### config.mk
export PLATFORM = sky130hd
export DESIGN_NAME = calendar_day_of_year_converter
export DESIGN_NICKNAME = d
export VERILOG_FILES = /design/src/hdl/cdoy_pkg.sv /design/src/hdl/cdoy_conv.sv /design/src/hdl/calendar_day_of_year_converter.sv
export SDC_FILE = /design/constraint.sdc
export NUM_CORES = 1
export LEC_CHECK = 0
export BUFFER_PORTS_ARGS = -buffer_cell sky130_fd_sc_hd__buf_4
export CAP_MARGIN = 10
export CORE_MARGIN = 3
export CORE_UTILIZATION = 52
export CTS_BUF_LIST = sky130_fd_sc_hd__clkbuf_16
export CTS_CLUSTER_SIZE = 40
export DETAILED_ROUTE_END_ITERATION = 12
export PLACE_DENSITY_LB_ADDON = 0.05
export SETUP_SLACK_MARGIN = 0.3
export SLEW_MARGIN = 20
export SYNTH_ARGS = -nofsm -noshare
export SYNTH_HDL_FRONTEND = slang
export SYNTH_SLANG_ARGS = --single-unit
### constraint.sdc
create_clock -name clk -period 6.6 [get_ports clk]
set_input_delay 1.65 -clock clk [delete_from_list [all_inputs] [get_ports clk]]
set_output_delay 1.65 -clock clk [all_outputs]
set_load 0.005 [all_outputs]
### src/hdl/cdoy_pkg.sv
// Shared types, widths and calendar tables for the day-of-year converter.
package cdoy_pkg;

    localparam int InDataW  = 48;
    localparam int OutDataW = 24;

    localparam logic [15:0] MaxYear   = 16'd9999;
    localparam logic [7:0]  MaxDay    = 8'd31;
    localparam logic [7:0]  MaxMonth  = 8'd12;
    localparam logic [3:0]  LastMonth = 4'd11;
    localparam logic [8:0]  YearLen   = 9'd365;
    localparam logic [8:0]  LeapLen   = 9'd366;

    typedef enum logic
    {
        KIND_TO_DAY  = 1'b0,
        KIND_TO_DATE = 1'b1
    } cdoy_kind_t;

    typedef struct packed
    {
        cdoy_kind_t  kind;
        logic [7:0]  mday;
        logic [7:0]  month;
        logic [15:0] year;
        logic [8:0]  day_of_year;
    } cdoy_req_t;

    typedef struct packed
    {
        logic [8:0] day_number;
        logic [3:0] month_number;
        logic [4:0] day_in_month;
        logic       valid_res;
    } cdoy_result_t;

    // Days in the months before month m0 (0-based).
    function automatic logic [8:0] days_before(input logic [3:0] m0, input logic leap);
        logic [8:0] base;
        begin
            unique case (m0)
                4'd0:    base = 9'd0;
                4'd1:    base = 9'd31;
                4'd2:    base = 9'd59;
                4'd3:    base = 9'd90;
                4'd4:    base = 9'd120;
                4'd5:    base = 9'd151;
                4'd6:    base = 9'd181;
                4'd7:    base = 9'd212;
                4'd8:    base = 9'd243;
                4'd9:    base = 9'd273;
                4'd10:   base = 9'd304;
                4'd11:   base = 9'd334;
                default: base = 9'd0;
            endcase
            if (leap && m0 >= 4'd2 && m0 <= LastMonth)
                base = base + 9'd1;
            return base;
        end
    endfunction

    // Length of month m0 (0-based); zero past December.
    function automatic logic [4:0] month_len(input logic [3:0] m0, input logic leap);
        logic [4:0] len;
        begin
            unique case (m0)
                4'd1:                         len = leap ? 5'd29 : 5'd28;
                4'd3, 4'd5, 4'd8, 4'd10:      len = 5'd30;
                4'd0, 4'd2, 4'd4, 4'd6,
                4'd7, 4'd9, 4'd11:            len = 5'd31;
                default:                      len = 5'd0;
            endcase
            return len;
        end
    endfunction

endpackage

### src/hdl/cdoy_conv.sv
// Combinational date <-> day-of-year conversion for one request.
module cdoy_conv
(
    input  cdoy_pkg::cdoy_req_t    req,
    output cdoy_pkg::cdoy_result_t res
);

    logic       leap;
    logic [3:0] dom_m0;
    logic       date_ok;
    logic [8:0] ylen;
    logic       doy_ok;
    logic [3:0] find_m0;
    logic [8:0] rest;

    assign leap   = (req.year[1:0] == 2'b00);
    assign dom_m0 = 4'(req.month - 8'd1);

    assign date_ok = (req.mday >= 8'd1) && (req.mday <= cdoy_pkg::MaxDay)
                  && (req.month >= 8'd1) && (req.month <= cdoy_pkg::MaxMonth)
                  && (req.year <= cdoy_pkg::MaxYear)
                  && (req.mday <= {3'd0, cdoy_pkg::month_len(dom_m0, leap)});

    assign ylen   = leap ? cdoy_pkg::LeapLen : cdoy_pkg::YearLen;
    assign doy_ok = (req.day_of_year >= 9'd1) && (req.day_of_year <= ylen);

    // Month whose span holds the day: count month ends below it, capped at December.
    always_comb
    begin
        find_m0 = 4'd0;
        for (int i = 0; i < 11; i++)
        begin
            if (req.day_of_year > cdoy_pkg::days_before(4'(i + 1), leap))
                find_m0 = 4'(i + 1);
        end
    end

    assign rest = req.day_of_year - cdoy_pkg::days_before(find_m0, leap);

    always_comb
    begin
        res = '0;
        unique case (req.kind)
            cdoy_pkg::KIND_TO_DAY:
            begin
                if (date_ok)
                begin
                    res.day_number = cdoy_pkg::days_before(dom_m0, leap)
                                   + {1'b0, req.mday};
                    res.valid_res  = 1'b1;
                end
            end
            cdoy_pkg::KIND_TO_DATE:
            begin
                if (doy_ok)
                begin
                    res.month_number = find_m0 + 4'd1;
                    res.day_in_month = rest[4:0];
                    res.valid_res    = 1'b1;
                end
            end
            default: res = '0;
        endcase
    end

endmodule

### src/hdl/calendar_day_of_year_converter.sv
// Top level: streaming date <-> day-of-year converter with input and result registers.
// Takes one request word per cycle unless the master side stalls, and returns one result
// word per request, in order. An accepted word goes into the input register, passes
// through the combinational conversion logic into the result register and leaves the
// master side from there. With the master side always ready the block sustains one word
// every cycle; a stall on the master side holds the result, and one more word can still
// be taken into the input register before the slave side backs up.
module calendar_day_of_year_converter
(
    input  logic                          clk,
    input  logic                          rst_n,

    input  logic                          s_axis_tvalid,
    output logic                          s_axis_tready,
    // [7:0] mday, [15:8] month, [31:16] year, [40:32] day_of_year, rest zero
    input  logic [cdoy_pkg::InDataW-1:0]  s_axis_tdata,
    // [0] kind
    input  logic                          s_axis_tuser,

    output logic                          m_axis_tvalid,
    input  logic                          m_axis_tready,
    // [8:0] day_number, [12:9] month_number, [17:13] day_in_month, rest zero
    output logic [cdoy_pkg::OutDataW-1:0] m_axis_tdata,
    // [0] valid_res
    output logic                          m_axis_tuser
);

    logic                   in_valid_reg;
    cdoy_pkg::cdoy_req_t    in_reg;
    cdoy_pkg::cdoy_req_t    in_next;
    logic                   out_valid_reg;
    cdoy_pkg::cdoy_result_t out_reg;
    cdoy_pkg::cdoy_result_t out_next;
    logic                   out_en;
    logic                   in_en;

    assign out_en = !out_valid_reg || m_axis_tready;
    assign in_en  = !in_valid_reg || out_en;

    assign s_axis_tready = in_en;

    always_comb
    begin
        in_next.kind        = cdoy_pkg::cdoy_kind_t'(s_axis_tuser);
        in_next.mday        = s_axis_tdata[7:0];
        in_next.month       = s_axis_tdata[15:8];
        in_next.year        = s_axis_tdata[31:16];
        in_next.day_of_year = s_axis_tdata[40:32];
    end

    cdoy_conv u_conv
    (
        .req (in_reg),
        .res (out_next)
    );

    always_ff @(posedge clk or negedge rst_n)
    begin
        if (!rst_n)
        begin
            in_valid_reg  <= 1'b0;
            out_valid_reg <= 1'b0;
        end
        else
        begin
            if (in_en)
                in_valid_reg <= s_axis_tvalid;
            if (out_en)
                out_valid_reg <= in_valid_reg;
        end
    end

    always_ff @(posedge clk)
    begin
        if (in_en && s_axis_tvalid)
            in_reg <= in_next;
        if (out_en && in_valid_reg)
            out_reg <= out_next;
    end

    assign m_axis_tvalid = out_valid_reg;
    assign m_axis_tdata  = {6'd0, out_reg.day_in_month, out_reg.month_number,
                            out_reg.day_number};
    assign m_axis_tuser  = out_reg.valid_res;

    // A rejected request carries all-zero fields.
    a_invalid_zero: assert property (@(posedge clk) disable iff (!rst_n)
        (m_axis_tvalid && !m_axis_tuser) |-> (m_axis_tdata == '0))
        else $error("invalid result with nonzero fields");

    // Only one conversion direction fills fields in a result.
    a_kind_exclusive: assert property (@(posedge clk) disable iff (!rst_n)
        m_axis_tvalid |-> (out_reg.day_number == 9'd0 || out_reg.month_number == 4'd0))
        else $error("both day number and month filled");

    // A valid month result also has a nonzero day and a month in range.
    a_month_range: assert property (@(posedge clk) disable iff (!rst_n)
        (m_axis_tvalid && out_reg.month_number != 4'd0) |->
            (out_reg.month_number <= 4'd12 && out_reg.day_in_month != 5'd0))
        else $error("month result out of range");

    // A pending request moves to the result register when it has room.
    a_advance: assert property (@(posedge clk) disable iff (!rst_n)
        (in_valid_reg && out_en) |=> out_valid_reg)
        else $error("request lost between stages");

    // An empty result register never holds back the slave side.
    a_ready_when_empty: assert property (@(posedge clk) disable iff (!rst_n)
        !out_valid_reg |-> s_axis_tready)
        else $error("input stalled with empty result register");

endmodule
**Word-level counts from Yosys, hierarchy flattened**

Memory sizes are Yosys's and may differ from the RTL's.
Cells that the tools add are included.

- Register bits: 63
- ROM bits: 288
- Input bits: 53
- Output and inout bits: 27
- Logic and storage cells: 110
- Memories: 2

- $add $sub $neg: 6
- $lt $le $gt $ge: 23
- Equality and inequality tests: 11
- Mux-type cells: 33
- Bitwise operators: 2
- Reductions and logical operators: 22

Memories:

| name | depth | bits a word | read ports | clocked after Yosys merged registers in | write ports | RTL line | source |
|---|---|---|---|---|---|---|---|
| (name not given) | 16 | 9 | 1 | 0 | 0 | cdoy_pkg.sv:41 | `unique case (m0)` |
| (name not given) | 16 | 9 | 1 | 0 | 0 | cdoy_pkg.sv:41 |  |

Operator list:

| kind | number |
|---|---|
| 9-bit 2-to-1 mux | 5 |
| 4-bit 2-to-1 mux | 11 |
| 9-bit by 8-bit greater-than comparator with 1-bit output | 4 |
| 9-bit greater-than comparator | 3 |
| 9-bit by 7-bit greater-than comparator with 1-bit output | 2 |
| 4-bit by 3-bit equality test with 1-bit output (second input constant) | 4 |
| 4-bit equality test (second input constant) | 4 |
| 8-bit by 1-bit greater-or-equal comparator with 1-bit output (second input constant) | 2 |
| 16-bit by 14-bit <= comparator with 1-bit output (second input constant) | 1 |
| 5-bit one-hot mux with 3 select lines | 1 |
| 1-bit logical AND | 12 |
| 9-bit by 1-bit adder with 9-bit output (second input constant) | 1 |
| 9-bit by 8-bit adder with 9-bit output | 1 |
| 9-bit by 1-bit greater-or-equal comparator with 1-bit output (second input constant) | 1 |
| 9-bit by 5-bit greater-than comparator with 1-bit output (second input constant) | 1 |
| 9-bit by 6-bit greater-than comparator with 1-bit output | 1 |
| 9-bit <= comparator | 1 |
| 1-bit 2-to-1 mux | 9 |
| 4-bit by 2-bit equality test with 1-bit output (second input constant) | 2 |
| 4-bit by 2-bit greater-or-equal comparator with 1-bit output (second input constant) | 2 |
| 4-bit <= comparator (second input constant) | 2 |
| 8-bit by 4-bit <= comparator with 1-bit output (second input constant) | 1 |
| 8-bit by 5-bit <= comparator with 1-bit output | 1 |
| 8-bit by 5-bit <= comparator with 1-bit output (second input constant) | 1 |
| 18 further kinds | 24 |

**Longest topological paths before layout**

Gate-level depths: netlist of run 1.

- Word-level depth: 18
- Depth in mapped cells: 23
- Gate-level depth less buffers: 23

**Cells and area by module**

A second synthesis of run 1 with hierarchy kept.

- Cell total of the unflattened synthesis: 380
- Area total of the unflattened synthesis: 4096.4 um^2

Modules (own cells, without submodules):

| module | times used | cells each | area each (um^2) | sequential area each (um^2) |
|---|---|---|---|---|
| cdoy_conv | 1 | 304 | 2112.0 | 0.0 |
| calendar_day_of_year_converter | 1 | 76 | 1984.4 | 1881.8 |

**Least setup slack after synthesis of run 1**

Ideal clock, no wire load.

- Kind: register to register
- From: register in_reg[10] (netlist bit)
- To: register out_reg, in the netlist m_axis_tdata[17], data pin
- Setup time: 0.275 ns
- Data arrival time: 4.749 ns
- Data required time: 6.325 ns
- Setup slack: 1.576 ns
- Cell stages (with the launch flop): 24
- Path buffers: 0
- Cells stage by stage: edfxtp_1 nor2_1 inv_1 ha_1 or4bb_1 a31oi_1 o31ai_1 a21oi_1 o221ai_2 a22oi_1 inv_2 ha_1 inv_1 a21boi_2 xor2_1 ha_1 inv_1 fa_1 a21o_1 a21oi_1 xnor2_1 xnor2_1 xnor2_1 nor2_1

- Longest elaborated chain between the ends: 18
- Elaborated cells between the ends (all ways): 43
- Classes of those cells: 2 x add/sub; 13 x order compare; 22 x mux; 5 x reduce/logical; 1 x memory

Ends and longest elaborated chain:

| item | RTL line | source |
|---|---|---|
| start, declared | calendar_day_of_year_converter.sv:29 | `cdoy_pkg::cdoy_req_t in_reg;` |
| start signal, assigned | calendar_day_of_year_converter.sv:76 | `in_reg <= in_next;` |
| 2-bit zero test * | cdoy_conv.sv:16 | `assign leap = (req.year[1:0] == 2'b00);` |
| branches (longest 17 deep; another with 9-bit by 6-bit greater-than comparator with 1-bit output) | -- |  |
| end signal, assigned | calendar_day_of_year_converter.sv:78 | `out_reg <= out_next;` |
| end, declared | calendar_day_of_year_converter.sv:32 | `cdoy_pkg::cdoy_result_t out_reg;` |

Mark *: on every way between the ends.
A chain may end at the register's enable or synchronous reset.

**Final worst setup path of run 1**

Same ends and word-level chain as after synthesis.

==> results of run 1 <==
[metal layers]
| layer | GRT usage, % | wire, um | share of wire (%) | vias to the layer above |
|---|---|---|---|---|
| li1 | - | - | - | 1530 |
| met1 | 28.3 | 3800 | 47 | 1406 |
| met3 | 4.30 | 625 | 7.8 | 10 |
| met2 | 28.5 | 3480 | 43 | 108 |
| met4 | 7.33 | 125 | 1.6 | 0 |
| met5 | 0 | 0 | 0 | - |
[path summary, 6_finish.rpt]
check                              from               end  slack [ns]
setup / recovery             in_reg[10]  m_axis_tdata[17]        1.30
hold / removal             in_valid_reg     m_axis_tvalid        0.48
setup reg to reg             in_reg[10]  m_axis_tdata[17]        1.30
hold reg to reg            in_valid_reg     m_axis_tvalid        0.48
max in group asynchronous         rst_n      in_valid_reg        5.41
min in group asynchronous         rst_n     m_axis_tvalid        1.09
[where the power goes]
group / total [mW] / internal (mW) / switching [mW]
clock network: 0.490 / 0.328 / 0.163
registers: 0.485 / 0.461 / 0.0237
logic: 0.293 / 0.138 / 0.155
total: 1.27 / 0.927 / 0.341
[synthesized netlist by cell type (3+ instances only)]
master and count:
clkbuf_1 6, a31oi_1 6, and3_1 4, or2_2 3
and2_1 3, nor4_1 5, o211ai_1 4, nor2_1 34
buf_4 7, mux2i_1 6, xor2_1 7, o21ai_0 14
inv_1 20, o21a_1 4, nand2_1 22, nor2b_1 5
nand3_1 9, nand2b_1 5, ha_1 36, xnor2_1 15
o31ai_1 4, a211o_1 3, edfxtp_1 59, nor3_1 4
a21o_1 13, a21oi_1 16
[critical path: stages (launching register included)]
cell,delay [ns]
edfxtp_1,0.43
nor2_1,0.16
inv_1,0.15
ha_1,0.38
or4bb_1,0.54
a31oi_1,0.18
o31ai_1,0.11
a21oi_1,0.16
o221ai_2,0.12
a22oi_1,0.40
inv_2,0.07
ha_1,0.34
inv_1,0.08
a21boi_2,0.20
xor2_1,0.17
ha_1,0.17
inv_1,0.06
fa_1,0.39
a21o_1,0.19
a21oi_1,0.18
xnor2_1,0.18
xnor2_1,0.17
xnor2_1,0.14
nor2_1,0.05
[cell families (layout without fill, tap and decap cells)]
family / after synthesis / after routing
buffers and inverters: 38 / 102
xor gates and xnor gates: 23 / 23
other: 1 / 6
muxes: 8 / 8
and+or+nand+nor: 114 / 114
AOI/OAI and AO/OA: 95 / 95
adders and majority gates: 38 / 38
DFF: 61 / 61
[cell type report]
| class | instances | area (um^2) |
|---|---|---|
| clock buffers | 9 | 225 |
| clock inverters | 7 | 91.3 |
| fillers | 579 | 2510 |
| inverters | 21 | 78.8 |
| multi-input cells | 284 | 2110 |
| flip-flops and latches | 61 | 1820 |
| well taps | 99 | 124 |
| repair buffers | 65 | 488 |
[cell usage in the layout, fill, tap and decap left out, types with 13 or more instances in the layout]
master    count
o21ai_0      14
nor2_1       34
edfxtp_1     59
a21o_1       13
xnor2_1      15
ha_1         36
inv_1        21
a21oi_1      16
nand2_1      22
buf_4        65
==> summary.md, run 1 <==
| Metric | Value |
|---|---|
| Worst-margin pin slew | 0.894 ns |
| Post-synthesis mux area share | under 10% |
| Bufs on Longest Clock Path | 2 |
| Iter 0 DRT Violations | around 230 |
| Setup Viol. Count Final | 0 |
| Post-synthesis compound-gate area fraction | approximately 17% |
| Layout cell share with drive strength beyond 1 | 22.1% |
| Minimum clock period after layout | about 5.3 ns |
| Synth Area in Simple Gates | between 10% and 20% |
| Die height | about 95 um |
| Placed inst area | between 4000 and 5000 um^2 |
| Max-cap viol count | 0 |
| Outcome | complete, no violations |
| Postcts setup bufs | 0 |
| Final period util | between 80% and 90% |
| Synth Instances | 378 |
| Max-slew violations | 0 |
| Peak VDD IR | ~0.15 mV |
| Crit-path max FO | 7 |
| Worst-path clk slew | 0.06 ns |
| Worst-Skew Late Latency | approximately 0.32 ns |
| Post-synth ARST share | between 3 and 4% |
| Rel. slew slack | approximately 40% |
| Cell Pwr Density | roughly 260 nW/um^2 |
| Worst EP arrival | between 5 and 6 ns |
| Final #Nets | 533 |
| I/O Buffers | 64 |
| Pre-CTS setup slack | 1.28 ns |
| Routability cong. | slightly below 0.9 |
| Final Cell Area | slightly below 5000 um^2 |
| Total gr overflow | 0 |
| Hold Crit Class | flip-flop to flip-flop |
| Largest cells by area after synthesis | edfxtp_1 (43%), ha_1 (11%), xnor2_1 (3.2%) |
| RSZ-0062 raised after global routing | no |
| Synthesized flop and latch total | between 60 and 70 |
| CTS tree | done |
| Sequential area share after synthesis | roughly 45% |
| Starting Density | between 50% and 60% |
| Global-route wire length before repair | between 10000 and 15000 um |
| Residual DRC | 0 |
| Largest net degree at the start of global routing | between 40 and 50 |
| Drt pass-1 iters | 4 |
| Antenna violations before repair | 0 |
| CP Launch Type | flip-flop |
| Crit Path Class | flip-flop to flip-flop |
| Tot Pwr | between 1 and 1.5 mW |
| Post-synth top area share | a little over two fifths |
| Clk root buf | clkbuf_16 |
| Routed WL | around 8000 um |
| Post-synth top flop | edfxtp_1 |
| Leading area contributor after synthesis | edfxtp_1 |
| CTS Sinks | a little over 60 |
| Die area | around 9000 um^2 |
| Synth cell types | 74 |
| Vias in the first global route | around 2900 |
| Max reg flops | 40 |
| Max Fclk | between 150 and 200 MHz |
| Average size of a mapped cell | between 10 and 15 um^2 |
| Synth Cell Area | between 4000 and 5000 um^2 |
| Final cell count without fillers | roughly 550 |
| CTS buffer count | 9 |
| Req. time, crit path | 6.65 ns |
| Hold buffer count at cts | 0 |
| Vias | 3054 |
| Setup TNS | 0 ns |
| Area growth syn-to-layout | 20.7% |
| Chip width | ~95 um |
| H-tree depth | 3 |
| Post-DP HPWL | ~6100 um |
| Ports | 80 |
| Antenna diodes | 0 |
| Synth Area in XOR/XNOR | 5.11% |
| Final core utilization | 66.3% |
| Ys Warns | 0 |
| Drt via density | roughly 5.6 |
| Dpl cells | 530 |
| Fin. Hold Viols | 0 |
| Total GRT Usage | 19.5% |
| CP endpoint kind | flip-flop |
| Number of synthesized flops with an enable pin | 59 |
| Hold depth | 1 |
| CTS resizes | 0 |
| Antenna viol nets, final | 0 |
| Placement Rows | 31 |
| Final worst setup slack | roughly 1.3 ns |
| Main combinational cell family by area after synthesis | compound AO/OA/AOI/OAI gates |
| Synth Area in Adders | a little under an eighth |
| P_leak | a little over 2 nW |
| Hold slack | 0.475 ns |
| FF-to-FF path depth | 23 |
| WL/cell | 14.7 um |
| Core box area | 7450 um^2 |
| Clock skew | between 0.01 and 0.015 ns |
Power figures use the tool's default switching activity.
==> run 2: changes to the inputs <==
- clock period: 6.6 -> 5.3 ns (I/O delays scaled with it)
==> run 2 against run 1 <==
Compared with the run above: sequential power increased by 23%; power is 24% higher; flip-flop and latch count is the same; routed wire length rose by 9.0%; sequential share of layout area down 2.1 points; register-to-register slack got worse by 0.96 ns; worst setup slack got worse by 0.96 ns; clock power up 7.3%; hold slack better by 0.026 ns; largest cell class unchanged; via count rose by 3.3%; maximum frequency up 6.9%.
==> summary.md, run 2 (synthesis results as in run 1) <==
| Metric | Value |
|---|---|
| Bufs on Longest Clock Path | 2 |
| Die height | 94.7 um |
| Vias | 3154 |
| Crit-path max FO | 5 |
| Clock share of power | about a third |
| Minimum clock period after layout | 4.96 ns |
| CP delay by family, top | compound AO/OA/AOI/OAI gates |
| # fillers | 571 |
| Total GRT Usage | between 20 and 25% |
| Delay of the slowest cell on the worst path | 0.55 ns |
| Starting Density | between 50% and 60% |
| CP Launch Type | flip-flop |
| Setup TNS | 0 ns |
| Dpl cells | approximately 550 |
| RSZ-0062 raised after global routing | yes |
| CTS buffer count | 9 |
| Antenna viol nets, final | 0 |
| Drt pass-1 iters | 4 |
| Total gr overflow | 0 |
| CP cell instances | nor2_4 -> clkinv_4 -> ha_4 -> or4bb_4 -> a31oi_4 -> o31ai_4 -> a21oi_2 -> o221ai_2 -> a22oi_2 -> inv_2 -> ha_4 -> inv_4 -> a21boi_4 -> xor2_2 -> ha_2 -> inv_2 -> fa_2 -> a21o_1 -> a21oi_2 -> xnor2_2 -> xnor2_2 -> xnor2_1 -> nor2_1 |
| Setup Viol. Count Final | 0 |
| Tot Pwr | 1.57 mW |
| Rel. slew slack | between 30% and 40% |
| Antenna diodes | 0 |
| CTS Sinks | 61 |
| Max-slew violations | 0 |
| CP endpoint kind | flip-flop |
| Req. time, crit path | between 5 and 6 ns |
| Area growth syn-to-layout | 28.2% |
| Outcome | complete, no violations |
| Final cell count without fillers | between 500 and 600 |
| Max reg flops | 40 |
| Peak VDD IR | between 0.2 and 0.25 mV |
| Residual DRC | 0 |
| CTS tree | done |
| Vias in the first global route | ~3000 |
| Comb pwr share | between 20 and 30% |
| Largest net degree at the start of global routing | 41 |
| Cell internal pwr | 1.10 mW |
| Cell Pwr Density | 299 nW/um^2 |
| Worst EP arrival | roughly 5 ns |
| Sequential power share | 38.2% |
| Worst-margin pin slew | 0.900 ns |
| Die area | 8970 um^2 |
| Routed WL | between 8000 and 9000 um |
| Reg area | 1820 um^2 |
| Max Fclk | approximately 200 MHz |
| Pre-CTS setup slack | ~0.25 ns |
| Worst-Skew Late Latency | 0.33 ns |
| Final period util | between 90% and 100% |
| Clock skew | 0.0101 ns |
| Routability cong. | 0.833 |
| P_leak | between 2 and 2.5 nW |
| Iter 0 DRT Violations | 191 |
| Global-route wire length before repair | 14200 um |
| Post-DP HPWL | approximately 6300 um |
| Final worst setup slack | between 0.3 and 0.4 ns |
| H-tree depth | 3 |
| Ports | 80 |
| Antenna violations before repair | 0 |
| Worst-path clk slew | ~0.050 ns |
| Clk root buf | clkbuf_16 |
| Max-cap viol count | 0 |
| Placement Rows | 31 |
| Core box area | between 7000 and 8000 um^2 |
| Multi-input logic area | ~2300 um^2 |
| Crit Path Class | flip-flop to flip-flop |
| Layout cell share with drive strength beyond 1 | a little under a third |
| Final #Nets | around 560 |
| WL/cell | 15.4 um |
| Crit-path slowest cell | or4bb_4 |
| Chip width | 94.7 um |
| Commonest non-fill, non-tap cell in the layout | buf_4 |
| Critical path buffer and inverter count | 4 |
| Drt via density | between 5 and 6 |
| Switching Share | about 29% |
| Fin. Hold Viols | 0 |
| Most frequent cells in the layout | buf_4 (89), edfxtp_1 (59), nor2_1 (33) |
| Hold Crit Class | flip-flop to flip-flop |
| I/O Buffers | between 60 and 70 |
| Net Sw Power | 462 uW |
run 2: cell count changes in the layout (fill, tap and decap cells not counted), moves of 4 or more:
cell / delta
ha_1: -7
ha_4: +6
buf_4: +24
inv_1: -4
run 2: layout make-up:
class                      instances  area share (%)
clock buffer                       9            4.29
clock inverter                     7           0.811
timing repair buffer              89            12.7
multi-input combinational        284            43.4
tap                               99            2.36
inverter                          21            1.65
sequential                        61            34.7
run 2: worst reg2reg max path, cell delays in order, from the launching register on:
cell,delay (ns)
edfxtp_1,0.47
nor2_4,0.18
clkinv_4,0.12
ha_4,0.29
or4bb_4,0.55
a31oi_4,0.19
o31ai_4,0.10
a21oi_2,0.16
o221ai_2,0.13
a22oi_2,0.22
inv_2,0.09
ha_4,0.30
inv_4,0.04
a21boi_4,0.22
xor2_2,0.17
ha_2,0.19
inv_2,0.04
fa_2,0.38
a21o_1,0.18
a21oi_2,0.18
xnor2_2,0.17
xnor2_2,0.15
xnor2_1,0.13
nor2_1,0.05
run 2: per-stage QoR:
stage	hold WS, ns	instance area (um^2)	utilization, %
5_1_grt	0.527	5250	70.4
6_report	0.501	5250	70.4
2_1_floorplan	0.449	4110	-
4_1_cts	0.502	5030	67.5
3_5_place_dp	0.475	4750	63.7
3_3_place_gp	0.469	4750	63.7
run 2: power by group through the flow:
stage | registers [mW] | clock network [mW] | logic (mW)
finish | 0.598 | 0.526 | 0.443
global route | 0.603 | 0.555 | 0.497
CTS | 0.598 | 0.537 | 0.393
detailed placement | 0.608 | 0 | 0.387
global placement | 0.607 | 0 | 0.377
floorplan | 0.602 | 0 | 0.273
run 2: per-layer routing:
layer	track usage [%]	up-vias	wire length, um
met5	0	-	0
met2	30.9	99	3990
li1	-	1580	-
met4	6.97	0	121
met1	28.9	1464	4020
met3	5.58	11	631
run 2: timing repair:
| item | 4_1_cts | 5_1_grt |
|---|---|---|
| buffers inserted | 1 | 7 |
| setup endpoints to repair | 1 | 3 |
| hold buffers | 0 | 0 |
| pin swaps | 0 | 18 |
| endpoints found under the hold margin | 0 | 0 |
| resized for setup | 1 | 30 |
run 2: worst paths after layout:
kind	depth (start not counted)	slack, ns	to	startpoint
worst max-delay path	23	0.34	m_axis_tdata[17]	in_reg[9]
worst min-delay path	1	0.50	m_axis_tvalid	in_valid_reg
worst max register to register	23	0.34	m_axis_tdata[17]	in_reg[9]
worst min register to register	1	0.50	m_axis_tvalid	in_valid_reg
max in group asynchronous	1	4.45	m_axis_tvalid	rst_n
min in group asynchronous	1	0.77	in_valid_reg	rst_n
